===== src/sv/npws_pkg.sv =====
package npws_pkg;

    // Field widths of the record, the result and the configuration registers.
    localparam int LAT_W   = 31;
    localparam int LON_W   = 32;
    localparam int INDEX_W = 20;
    localparam int SCALE_W = 17;
    localparam int WIN_W   = 30;
    localparam int DIST_W  = 63;
    localparam int CFG_W   = 63;
    localparam int CFG_IDX_W = 3;

    // Configuration register indexes.
    localparam logic [CFG_IDX_W-1:0] REG_TARGET_LAT  = 3'd0;
    localparam logic [CFG_IDX_W-1:0] REG_TARGET_LON  = 3'd1;
    localparam logic [CFG_IDX_W-1:0] REG_LON_SCALE   = 3'd2;
    localparam logic [CFG_IDX_W-1:0] REG_LAT_WINDOW  = 3'd3;
    localparam logic [CFG_IDX_W-1:0] REG_MAX_DIST_SQ = 3'd4;

    // Register reset values.
    localparam logic [LAT_W-1:0]   TARGET_LAT_RST  = '0;
    localparam logic [LON_W-1:0]   TARGET_LON_RST  = '0;
    localparam logic [SCALE_W-1:0] LON_SCALE_RST   = 17'd65536;
    localparam logic [WIN_W-1:0]   LAT_WINDOW_RST  = 30'd4194304;
    localparam logic [DIST_W-1:0]  MAX_DIST_SQ_RST = 63'd703687441777;

    // Saturation limits.
    localparam logic [DIST_W-1:0] DIST_MAX = '1;
    localparam int SCALED_W = 34;
    localparam logic [SCALED_W-1:0] SQ_LIMIT = 34'd3037000499;
    localparam logic [49:0] ROUND_HALF = 50'd32768;

    // Sequencer steps.
    localparam int STEP_W = 3;
    localparam logic [STEP_W-1:0] S_ACCEPT = 3'd0;
    localparam logic [STEP_W-1:0] S_SCALE  = 3'd1;
    localparam logic [STEP_W-1:0] S_DLAT   = 3'd2;
    localparam logic [STEP_W-1:0] S_DSCL   = 3'd3;
    localparam logic [STEP_W-1:0] S_SUM    = 3'd4;
    localparam logic [STEP_W-1:0] S_EMIT   = 3'd5;

    // Multiplier operand selects.
    localparam logic [1:0] MUL_LON  = 2'd0;
    localparam logic [1:0] MUL_DLAT = 2'd1;
    localparam logic [1:0] MUL_SCL  = 2'd2;

    // Jump conditions.
    localparam logic [1:0] C_NEVER       = 2'd0;
    localparam logic [1:0] C_NO_INPUT    = 2'd1;
    localparam logic [1:0] C_SKIP        = 2'd2;
    localparam logic [1:0] C_OUT_BLOCKED = 2'd3;

    typedef struct packed {
        logic [1:0]        mul_sel;
        logic              ld_prod;
        logic              ld_scaled;
        logic              ld_acc;
        logic              win_chk;
        logic              upd_best;
        logic              emit_en;
        logic [1:0]        cond;
        logic [STEP_W-1:0] tgt_true;
        logic [STEP_W-1:0] tgt_false;
    } ctrl_t;

    // Control store: one word per step.
    function automatic ctrl_t ucode(input logic [STEP_W-1:0] step);
        ctrl_t w;
        w = '{mul_sel: MUL_LON, ld_prod: 1'b0, ld_scaled: 1'b0, ld_acc: 1'b0,
              win_chk: 1'b0, upd_best: 1'b0, emit_en: 1'b0, cond: C_NEVER,
              tgt_true: S_ACCEPT, tgt_false: S_ACCEPT};
        case (step)
            S_ACCEPT:
            begin
                w.cond      = C_NO_INPUT;
                w.tgt_true  = S_ACCEPT;
                w.tgt_false = S_SCALE;
            end
            S_SCALE:
            begin
                w.mul_sel   = MUL_LON;
                w.ld_prod   = 1'b1;
                w.win_chk   = 1'b1;
                w.cond      = C_SKIP;
                w.tgt_true  = S_EMIT;
                w.tgt_false = S_DLAT;
            end
            S_DLAT:
            begin
                w.mul_sel   = MUL_DLAT;
                w.ld_prod   = 1'b1;
                w.ld_scaled = 1'b1;
                w.tgt_false = S_DSCL;
            end
            S_DSCL:
            begin
                w.mul_sel   = MUL_SCL;
                w.ld_prod   = 1'b1;
                w.ld_acc    = 1'b1;
                w.tgt_false = S_SUM;
            end
            S_SUM:
            begin
                w.upd_best  = 1'b1;
                w.tgt_false = S_EMIT;
            end
            S_EMIT:
            begin
                w.emit_en   = 1'b1;
                w.cond      = C_OUT_BLOCKED;
                w.tgt_true  = S_EMIT;
                w.tgt_false = S_ACCEPT;
            end
            default:
            begin
                w.tgt_false = S_ACCEPT;
            end
        endcase
        return w;
    endfunction

endpackage


===== src/sv/npws_in_if.sv =====
interface npws_in_if;
    logic                            valid;
    logic                            ready;
    logic                            first;
    logic                            last;
    logic [npws_pkg::LAT_W-1:0]      rec_lat;
    logic [npws_pkg::LON_W-1:0]      rec_lon;
    logic [npws_pkg::INDEX_W-1:0]    rec_index;

    modport source (output valid, first, last, rec_lat, rec_lon, rec_index, input ready);
    modport sink (input valid, first, last, rec_lat, rec_lon, rec_index, output ready);
endinterface


===== src/sv/npws_out_if.sv =====
interface npws_out_if;
    logic                            valid;
    logic                            ready;
    logic                            found;
    logic [npws_pkg::INDEX_W-1:0]    best_index;
    logic [npws_pkg::DIST_W-1:0]     best_dist;

    modport source (output valid, found, best_index, best_dist, input ready);
    modport sink (input valid, found, best_index, best_dist, output ready);
endinterface


===== src/sv/nearest_point_window_scan_unit.sv =====
// Nearest-point scan over a latitude-sorted table. Records stream in on in_ch;
// the unit keeps the record with the smallest squared distance
// dLat^2 + (dLon * lon_scale / 2^16)^2 to the target and sends one result on out_ch
// when the record marked last has been processed. A record that falls inside
// the latitude window runs the steps ACCEPT, SCALE, DLAT, DSCL, SUM and EMIT;
// a record outside it, or after the window has been passed, goes from SCALE
// to EMIT. A new record is taken only in ACCEPT. The steps come from the step
// program of the sequencer, which runs the three products of a record one
// after another through a single shared 33 x 32 multiplier. On a last record
// the unit waits in its final step while an earlier result is still held in
// the output register. Configuration registers are written through cfg_we /
// cfg_index / cfg_data and must only change while the unit is idle.
module nearest_point_window_scan_unit #(
    parameter int INDEX_BITS = 20
) (
    input  logic                                clk,
    input  logic                                rst_n,
    input  logic                                cfg_we,
    input  logic [npws_pkg::CFG_IDX_W-1:0]      cfg_index,
    input  logic [npws_pkg::CFG_W-1:0]          cfg_data,
    npws_in_if.sink                             in_ch,
    npws_out_if.source                          out_ch
);

    localparam int IW    = npws_pkg::INDEX_W;
    localparam int IDX_W = (INDEX_BITS < IW) ? INDEX_BITS : IW;

    // Configuration registers.
    logic [npws_pkg::LAT_W-1:0]   target_lat_reg;
    logic [npws_pkg::LON_W-1:0]   target_lon_reg;
    logic [npws_pkg::SCALE_W-1:0] lon_scale_reg;
    logic [npws_pkg::WIN_W-1:0]   lat_window_reg;
    logic [npws_pkg::DIST_W-1:0]  max_dist_sq_reg;

    // Sequencer.
    logic [npws_pkg::STEP_W-1:0]  step_reg;
    logic [npws_pkg::STEP_W-1:0]  step_next;
    npws_pkg::ctrl_t              uc;
    logic                         cond_hit;

    // Search state.
    logic [npws_pkg::DIST_W-1:0]  best_dist_reg;
    logic [IDX_W-1:0]             best_idx_reg;
    logic                         window_passed_reg;

    // Datapath registers.
    logic                         last_reg;
    logic [IDX_W-1:0]             idx_reg;
    logic [31:0]                  dlat_reg;
    logic [31:0]                  dlat_mag_reg;
    logic [32:0]                  dlon_mag_reg;
    logic [64:0]                  prod_reg;
    logic [31:0]                  scaled_reg;
    logic                         scaled_sat_reg;
    logic [npws_pkg::DIST_W-1:0]  acc_reg;

    // Output register.
    logic                         out_valid_reg;
    logic                         out_found_reg;
    logic [IW-1:0]                out_index_reg;
    logic [npws_pkg::DIST_W-1:0]  out_dist_reg;

    logic                         in_xfer;
    logic                         out_blocked;
    logic                         emit;
    logic                         restart_in;
    logic                         above_win;
    logic                         below_win;
    logic                         skip;
    logic [31:0]                  dlat_w;
    logic [31:0]                  dlat_mag_w;
    logic [32:0]                  dlon_w;
    logic [32:0]                  dlon_mag_w;
    logic [32:0]                  mul_a;
    logic [31:0]                  mul_b;
    logic [64:0]                  mul_p;
    logic [49:0]                  rnd_w;
    logic [npws_pkg::SCALED_W-1:0] scaled_w;
    logic [npws_pkg::DIST_W-1:0]  sq2_w;
    logic [63:0]                  sum_w;
    logic [npws_pkg::DIST_W-1:0]  dist_w;
    logic                         found_w;

    assign uc = npws_pkg::ucode(step_reg);

    assign in_ch.ready = (step_reg == npws_pkg::S_ACCEPT);
    assign in_xfer     = in_ch.valid && in_ch.ready;
    assign restart_in  = in_xfer && in_ch.first;
    assign out_blocked = last_reg && out_valid_reg && !out_ch.ready;
    assign emit        = uc.emit_en && last_reg && !out_blocked;

    // Differences to the target, taken as magnitudes at the transfer.
    assign dlat_w     = {in_ch.rec_lat[npws_pkg::LAT_W-1], in_ch.rec_lat}
                      - {target_lat_reg[npws_pkg::LAT_W-1], target_lat_reg};
    assign dlat_mag_w = dlat_w[31] ? (32'd0 - dlat_w) : dlat_w;
    assign dlon_w     = {in_ch.rec_lon[npws_pkg::LON_W-1], in_ch.rec_lon}
                      - {target_lon_reg[npws_pkg::LON_W-1], target_lon_reg};
    assign dlon_mag_w = dlon_w[32] ? (33'd0 - dlon_w) : dlon_w;

    // Both window edges count as inside.
    assign above_win = $signed({dlat_reg[31], dlat_reg}) > $signed({3'b000, lat_window_reg});
    assign below_win = $signed({dlat_reg[31], dlat_reg})
                     < ($signed(33'd0) - $signed({3'b000, lat_window_reg}));
    assign skip      = window_passed_reg || above_win || below_win;

    always_comb
    begin
        case (uc.cond)
            npws_pkg::C_NEVER:       cond_hit = 1'b0;
            npws_pkg::C_NO_INPUT:    cond_hit = !in_xfer;
            npws_pkg::C_SKIP:        cond_hit = skip;
            npws_pkg::C_OUT_BLOCKED: cond_hit = out_blocked;
            default:                 cond_hit = 1'b0;
        endcase
        step_next = cond_hit ? uc.tgt_true : uc.tgt_false;
    end

    // Shared multiplier.
    always_comb
    begin
        case (uc.mul_sel)
            npws_pkg::MUL_LON:
            begin
                mul_a = dlon_mag_reg;
                mul_b = 32'(lon_scale_reg);
            end
            npws_pkg::MUL_DLAT:
            begin
                mul_a = {1'b0, dlat_mag_reg};
                mul_b = dlat_mag_reg;
            end
            npws_pkg::MUL_SCL:
            begin
                mul_a = {1'b0, scaled_reg};
                mul_b = scaled_reg;
            end
            default:
            begin
                mul_a = '0;
                mul_b = '0;
            end
        endcase
    end

    assign mul_p = 65'(mul_a) * 65'(mul_b);

    // Round the scaled longitude difference to nearest, ties away from zero.
    assign rnd_w    = prod_reg[49:0] + npws_pkg::ROUND_HALF;
    assign scaled_w = rnd_w[49:16];

    assign sq2_w   = scaled_sat_reg ? npws_pkg::DIST_MAX : prod_reg[npws_pkg::DIST_W-1:0];
    assign sum_w   = {1'b0, acc_reg} + {1'b0, sq2_w};
    assign dist_w  = sum_w[63] ? npws_pkg::DIST_MAX : sum_w[npws_pkg::DIST_W-1:0];
    assign found_w = best_dist_reg < max_dist_sq_reg;

    always_ff @(posedge clk or negedge rst_n)
    begin
        if (!rst_n)
        begin
            target_lat_reg  <= npws_pkg::TARGET_LAT_RST;
            target_lon_reg  <= npws_pkg::TARGET_LON_RST;
            lon_scale_reg   <= npws_pkg::LON_SCALE_RST;
            lat_window_reg  <= npws_pkg::LAT_WINDOW_RST;
            max_dist_sq_reg <= npws_pkg::MAX_DIST_SQ_RST;
        end
        else if (cfg_we)
        begin
            case (cfg_index)
                npws_pkg::REG_TARGET_LAT:  target_lat_reg  <= cfg_data[npws_pkg::LAT_W-1:0];
                npws_pkg::REG_TARGET_LON:  target_lon_reg  <= cfg_data[npws_pkg::LON_W-1:0];
                npws_pkg::REG_LON_SCALE:   lon_scale_reg   <= cfg_data[npws_pkg::SCALE_W-1:0];
                npws_pkg::REG_LAT_WINDOW:  lat_window_reg  <= cfg_data[npws_pkg::WIN_W-1:0];
                npws_pkg::REG_MAX_DIST_SQ: max_dist_sq_reg <= cfg_data[npws_pkg::DIST_W-1:0];
                default:                   ;
            endcase
        end
    end

    always_ff @(posedge clk or negedge rst_n)
    begin
        if (!rst_n)
        begin
            step_reg          <= npws_pkg::S_ACCEPT;
            best_dist_reg     <= npws_pkg::MAX_DIST_SQ_RST;
            best_idx_reg      <= '0;
            window_passed_reg <= 1'b0;
            out_valid_reg     <= 1'b0;
        end
        else
        begin
            step_reg <= step_next;
            if (restart_in || emit)
            begin
                best_dist_reg     <= max_dist_sq_reg;
                best_idx_reg      <= '0;
                window_passed_reg <= 1'b0;
            end
            else
            begin
                if (uc.win_chk && !window_passed_reg && above_win)
                begin
                    window_passed_reg <= 1'b1;
                end
                if (uc.upd_best && (dist_w < best_dist_reg))
                begin
                    best_dist_reg <= dist_w;
                    best_idx_reg  <= idx_reg;
                end
            end
            if (emit)
            begin
                out_valid_reg <= 1'b1;
            end
            else if (out_ch.ready)
            begin
                out_valid_reg <= 1'b0;
            end
        end
    end

    always_ff @(posedge clk)
    begin
        if (in_xfer)
        begin
            last_reg     <= in_ch.last;
            idx_reg      <= in_ch.rec_index[IDX_W-1:0];
            dlat_reg     <= dlat_w;
            dlat_mag_reg <= dlat_mag_w;
            dlon_mag_reg <= dlon_mag_w;
        end
        if (uc.ld_prod)
        begin
            prod_reg <= mul_p;
        end
        if (uc.ld_scaled)
        begin
            scaled_reg     <= scaled_w[31:0];
            scaled_sat_reg <= scaled_w > npws_pkg::SQ_LIMIT;
        end
        if (uc.ld_acc)
        begin
            acc_reg <= prod_reg[npws_pkg::DIST_W-1:0];
        end
        if (emit)
        begin
            out_found_reg <= found_w;
            out_index_reg <= found_w ? IW'(best_idx_reg) : '0;
            out_dist_reg  <= best_dist_reg;
        end
    end

    assign out_ch.valid      = out_valid_reg;
    assign out_ch.found      = out_found_reg;
    assign out_ch.best_index = out_index_reg;
    assign out_ch.best_dist  = out_dist_reg;

`ifndef SYNTHESIS
    // A distance update can only lower the best distance.
    assert property (@(posedge clk) disable iff (!rst_n)
        (step_reg == npws_pkg::S_SUM) |=> (best_dist_reg <= $past(best_dist_reg)))
        else $error("best distance grew during an update");

    // A skipped record leaves the best distance alone.
    assert property (@(posedge clk) disable iff (!rst_n)
        ((step_reg == npws_pkg::S_SCALE) && skip) |=> $stable(best_dist_reg))
        else $error("skipped record changed the best distance");

    // The window flag only clears when a search restarts.
    assert property (@(posedge clk) disable iff (!rst_n)
        $fell(window_passed_reg) |-> $past(emit || restart_in))
        else $error("window flag cleared outside a restart");

    // A result is presented after emit, with a zero index when nothing was found.
    assert property (@(posedge clk) disable iff (!rst_n)
        emit |=> (out_ch.valid && (out_ch.found || (out_ch.best_index == '0))))
        else $error("result missing or index set without a match");
`endif

endmodule


===== src/flat_wrapper.sv =====
// flat-port wrapper written by rule: the top's interface ports become plain ports
module nearest_point_window_scan_unit_flat 
#(
    parameter int INDEX_BITS = 20
)
  (clk, rst_n, cfg_we, cfg_index, cfg_data, in_ch_valid, in_ch_first, in_ch_last, in_ch_rec_lat, in_ch_rec_lon, in_ch_rec_index, in_ch_ready, out_ch_valid, out_ch_found, out_ch_best_index, out_ch_best_dist, out_ch_ready);
  npws_in_if in_ch_i ();
  npws_out_if out_ch_i ();
  input  logic clk;
  input  logic rst_n;
  input  logic cfg_we;
  input  logic [npws_pkg::CFG_IDX_W-1:0] cfg_index;
  input  logic [npws_pkg::CFG_W-1:0] cfg_data;
  input wire logic [$bits(in_ch_i.valid)-1:0] in_ch_valid;
  input wire logic [$bits(in_ch_i.first)-1:0] in_ch_first;
  input wire logic [$bits(in_ch_i.last)-1:0] in_ch_last;
  input wire logic [$bits(in_ch_i.rec_lat)-1:0] in_ch_rec_lat;
  input wire logic [$bits(in_ch_i.rec_lon)-1:0] in_ch_rec_lon;
  input wire logic [$bits(in_ch_i.rec_index)-1:0] in_ch_rec_index;
  output wire logic [$bits(in_ch_i.ready)-1:0] in_ch_ready;
  output wire logic [$bits(out_ch_i.valid)-1:0] out_ch_valid;
  output wire logic [$bits(out_ch_i.found)-1:0] out_ch_found;
  output wire logic [$bits(out_ch_i.best_index)-1:0] out_ch_best_index;
  output wire logic [$bits(out_ch_i.best_dist)-1:0] out_ch_best_dist;
  input wire logic [$bits(out_ch_i.ready)-1:0] out_ch_ready;
  assign in_ch_i.valid = in_ch_valid;
  assign in_ch_i.first = in_ch_first;
  assign in_ch_i.last = in_ch_last;
  assign in_ch_i.rec_lat = in_ch_rec_lat;
  assign in_ch_i.rec_lon = in_ch_rec_lon;
  assign in_ch_i.rec_index = in_ch_rec_index;
  assign in_ch_ready = in_ch_i.ready;
  assign out_ch_valid = out_ch_i.valid;
  assign out_ch_found = out_ch_i.found;
  assign out_ch_best_index = out_ch_i.best_index;
  assign out_ch_best_dist = out_ch_i.best_dist;
  assign out_ch_i.ready = out_ch_ready;
  nearest_point_window_scan_unit #(.INDEX_BITS(INDEX_BITS)) u_core (.clk(clk), .rst_n(rst_n), .cfg_we(cfg_we), .cfg_index(cfg_index), .cfg_data(cfg_data), .in_ch(in_ch_i), .out_ch(out_ch_i));
endmodule

===== config.mk =====
export PLATFORM = sky130hd
export DESIGN_NAME = nearest_point_window_scan_unit_flat
export DESIGN_NICKNAME = d
export VERILOG_FILES = /design/src/sv/npws_pkg.sv /design/src/sv/npws_in_if.sv /design/src/sv/npws_out_if.sv /design/src/sv/nearest_point_window_scan_unit.sv /design/src/flat_wrapper.sv
export SDC_FILE = /design/constraint.sdc
export NUM_CORES = 2
export LEC_CHECK = 0
export BUFFER_PORTS_ARGS = -buffer_cell sky130_fd_sc_hd__buf_2
export CAP_MARGIN = 20
export CORE_MARGIN = 2
export CORE_UTILIZATION = 50
export DETAILED_ROUTE_END_ITERATION = 10
export PLACE_DENSITY_LB_ADDON = 0.1
export SYNTH_ARGS = -nofsm -noshare
export SYNTH_HDL_FRONTEND = slang
export SYNTH_SLANG_ARGS = --single-unit

===== constraint.sdc =====
create_clock -name clk -period 30.3 [get_ports clk]
set_input_delay 4.545 -clock clk [delete_from_list [all_inputs] [get_ports clk]]
set_output_delay 4.545 -clock clk [all_outputs]
set_load 0.01 [all_outputs]

==> metrics <==
status complete, no violations; DP HPWL 190 mm; clock latency on the worst-skew pair 660 ps; worst flop-to-flop path startpoint u_core.step_reg[1]; worst path arrival time 11830 ps; RSZ-0062 raised after global routing false; CTS Buffer Depth 3; post-synthesis compound-gate area fraction 10.7%; die area 0.142 mm2; post-synthesis average cell area 9.40 um2; Worst Max-Slew Pin Slew 1210 ps; Final Hold Fails 0; number of global-route vias before repair 55100; postcts setup bufs 0; routed vias 54500; Setup CP Type reg -> reg; post-synthesis sequential area ratio 25.1%; Reg2Reg Setup Slack 18870 ps; Setup Skew 34.3 ps; Die X 376 um; PortBufs 241; starting density of the core 50.4%; slowest CP cell nand2_1; # Max-Cap Violations 0; final worst path period share 37.7%; post-synthesis mux area share 1.36%; pin count of the biggest net entering global routing 92; DR WL/cell 25.9 um; H-tree Lvls 3; Pins Over Slew Limit 0; fin crit period 11430 ps; crit-path most repeated cell fa_1; area grow syn2layout 8.19%; antenna viol nets, final 0; top-area cell type share of the netlist area 26.8%; global-route wire length before repair 359 mm; Synth Instances 7369; clk slew on worst S/H paths 60 ps; slowest stage delay, CP 1080 ps; Min-Delay Path Class reg -> reg; WP data required 30700 ps; largest family of logic cells by synthesized area adder cells; Cell Area, Synth 0.0693 mm2; via/cell ratio 5.84; GRT Util Overall 34.4%; Total Wirelength 242 mm; Post-Synth XOR/XNOR Area 3.61%; Critical Path End Type register; TritonCTS Sinks 621; Final setup viols 0; Root Buffer clkbuf_16; PostCTS Resize Cnt 0; reg2reg end u_core.prod_reg[56]; TritonCTS clock tree yes; startpoint class of the critical path register; gpl congestion 0.996; ys async rst share 42.0%; #FFs+latches synth 621; Rows 136; Synth Area in Simple Gates 13.8%; total gr overflow 0; I/O pins 242; synth warn 0; Post-Synth Adder-Cell Area 37.0%; ranking of synthesized cells by area fa_1, edfxtp_1, ha_1; Die H 376 um; Max Fanout on Critical Path 38; residual DRC count 0; Max-slew headroom 19.0%; CTS Hold Buffers Added 0; Critical path origin u_core.step_reg[1]; Initial DRC Count 5085; layout cells sized above 1 9.28%; area leader, netlist fa_1; Peak Freq 0.0875 GHz; cts bufs inserted 70; drt first pass iters 5; most common flop cell mapped by yosys edfxtp_1; r2r worst-path depth 29; initial antenna violation count 8; Core Box Area 0.137 mm2; number of flops mapped to enable cells by yosys 360; setup_tns 0 ps; Net count, final 9140; Worst Setup EP u_core.prod_reg[56]; Distinct cells, synth 96
-- placed cells by master (no fill, tap or decap), types with 22 or more instances in the layout --
cell type,n
inv_1,1240
nand4_1,67
nor4_1,22
and2_1,45
a21o_1,157
a21oi_1,288
nor2_1,604
xnor2_1,195
nand2b_1,32
or2_2,75
o21a_1,78
nand3_1,76
buf_4,105
o21bai_1,30
dfrtp_1,216
o211ai_1,23
fa_1,928
nor3_1,113
a221o_1,62
mux2_2,66
edfxtp_1,360
nor2b_1,40
buf_2,241
ha_1,564
a31oi_1,37
nand2_1,1012
o21ai_0,267
dfstp_2,44
clkbuf_16,72
o21ai_1,31
xor2_1,89
-- worst max-delay path: cells and delay by family (launching register included) --
family / cells / cell delay [ps]
buffers and inverters: 5 / 1420
DFF: 1 / 480
xor gates and xnor gates: 1 / 180
and+or+nand+nor: 4 / 2280
AOI/OAI and AO/OA: 10 / 2350
adders and majority gates: 9 / 4420
-- worst min path at each step --
| stage | startpoint | to | slack, ps | depth (start not counted) |
|---|---|---|---|---|
| detailed placement | u_core.prod_reg[7] | u_core.acc_reg[7] | 430 | 0 |
| floorplan | u_core.prod_reg[0] | u_core.acc_reg[0] | 420 | 0 |
| CTS | u_core.prod_reg[7] | u_core.acc_reg[7] | 440 | 0 |
| finish | u_core.prod_reg[10] | u_core.acc_reg[10] | 430 | 0 |
| global route | u_core.prod_reg[59] | u_core.acc_reg[59] | 450 | 0 |
| global placement | u_core.prod_reg[10] | u_core.acc_reg[10] | 420 | 0 |
-- layout make-up --
cell class / instances / area (um2)
Antenna cell: 3 / 7.51
Inverter: 1244 / 4670
Fill cell: 12600 / 62500
Multi-Input combinational cell: 5207 / 46200
Timing Repair Buffer: 348 / 2020
Clock buffer: 94 / 1920
Clock inverter: 36 / 445
Tap cell: 1794 / 2240
Sequential cell: 621 / 17400
-- metal layers --
metal	track usage (%)	part of all wire, %	vias to the layer above
met5	0	0.017	-
met3	8.43	9.7	489
met1	47.8	42	27600
met2	52.2	44	2428
met4	12.7	4.4	6
li1	-	-	24100
-- kinds of logic after synthesis --
logic type,after synthesis
and+or+nand+nor,2188
buffers and inverters,1552
adders and majority gates,1492
AOI/OAI and AO/OA,1143
DFF,621
xor gates and xnor gates,285
muxes,86
other,2
-- metrics by stage --
step	util, %	hold slack [ps]	setup slack (ps)	std cells	cell area (um2)
floorplan	-	417	20640	7380	69300
global placement	52.8	423	19250	9210	72500
detailed placement	52.8	425	19110	9211	72500
CTS	54.5	438	19070	9341	74900
global route	54.5	446	18280	9345	74900
finish	54.5	433	18870	9347	74900
-- Yosys cell counts (all sizes together), types with 7 or more instances --
| library cell | instances |
|---|---|
| inv | 1241 |
| nand2 | 1014 |
| fa | 928 |
| nor2 | 608 |
| ha | 564 |
| edfxtp | 360 |
| o21ai | 309 |
| a21oi | 294 |
| clkbuf | 276 |
| dfrtp | 217 |
| xnor2 | 196 |
| a21o | 158 |
| nor3 | 116 |
| xor2 | 89 |
| o21a | 81 |
| nand3 | 76 |
| or2 | 76 |
| nand4 | 67 |
| mux2 | 66 |
| a221o | 62 |
| and2 | 49 |
| dfstp | 44 |
| nor2b | 41 |
| a31oi | 40 |
| buf | 32 |
| nand2b | 32 |
| o21bai | 30 |
| nor4 | 25 |
| o211ai | 23 |
| a211oi | 21 |
| and3 | 21 |
| mux2i | 20 |
| or3 | 14 |
| or4 | 14 |
| o31ai | 12 |
| a21boi | 10 |
| a221oi | 10 |
| nand3b | 10 |
| and4 | 9 |
| o31a | 9 |
| a211o | 8 |
| o41ai | 8 |
| o2111ai | 7 |
Power is not shown: default switching activity piles up to over one toggle a cycle in this logic, so the estimate is an artifact.
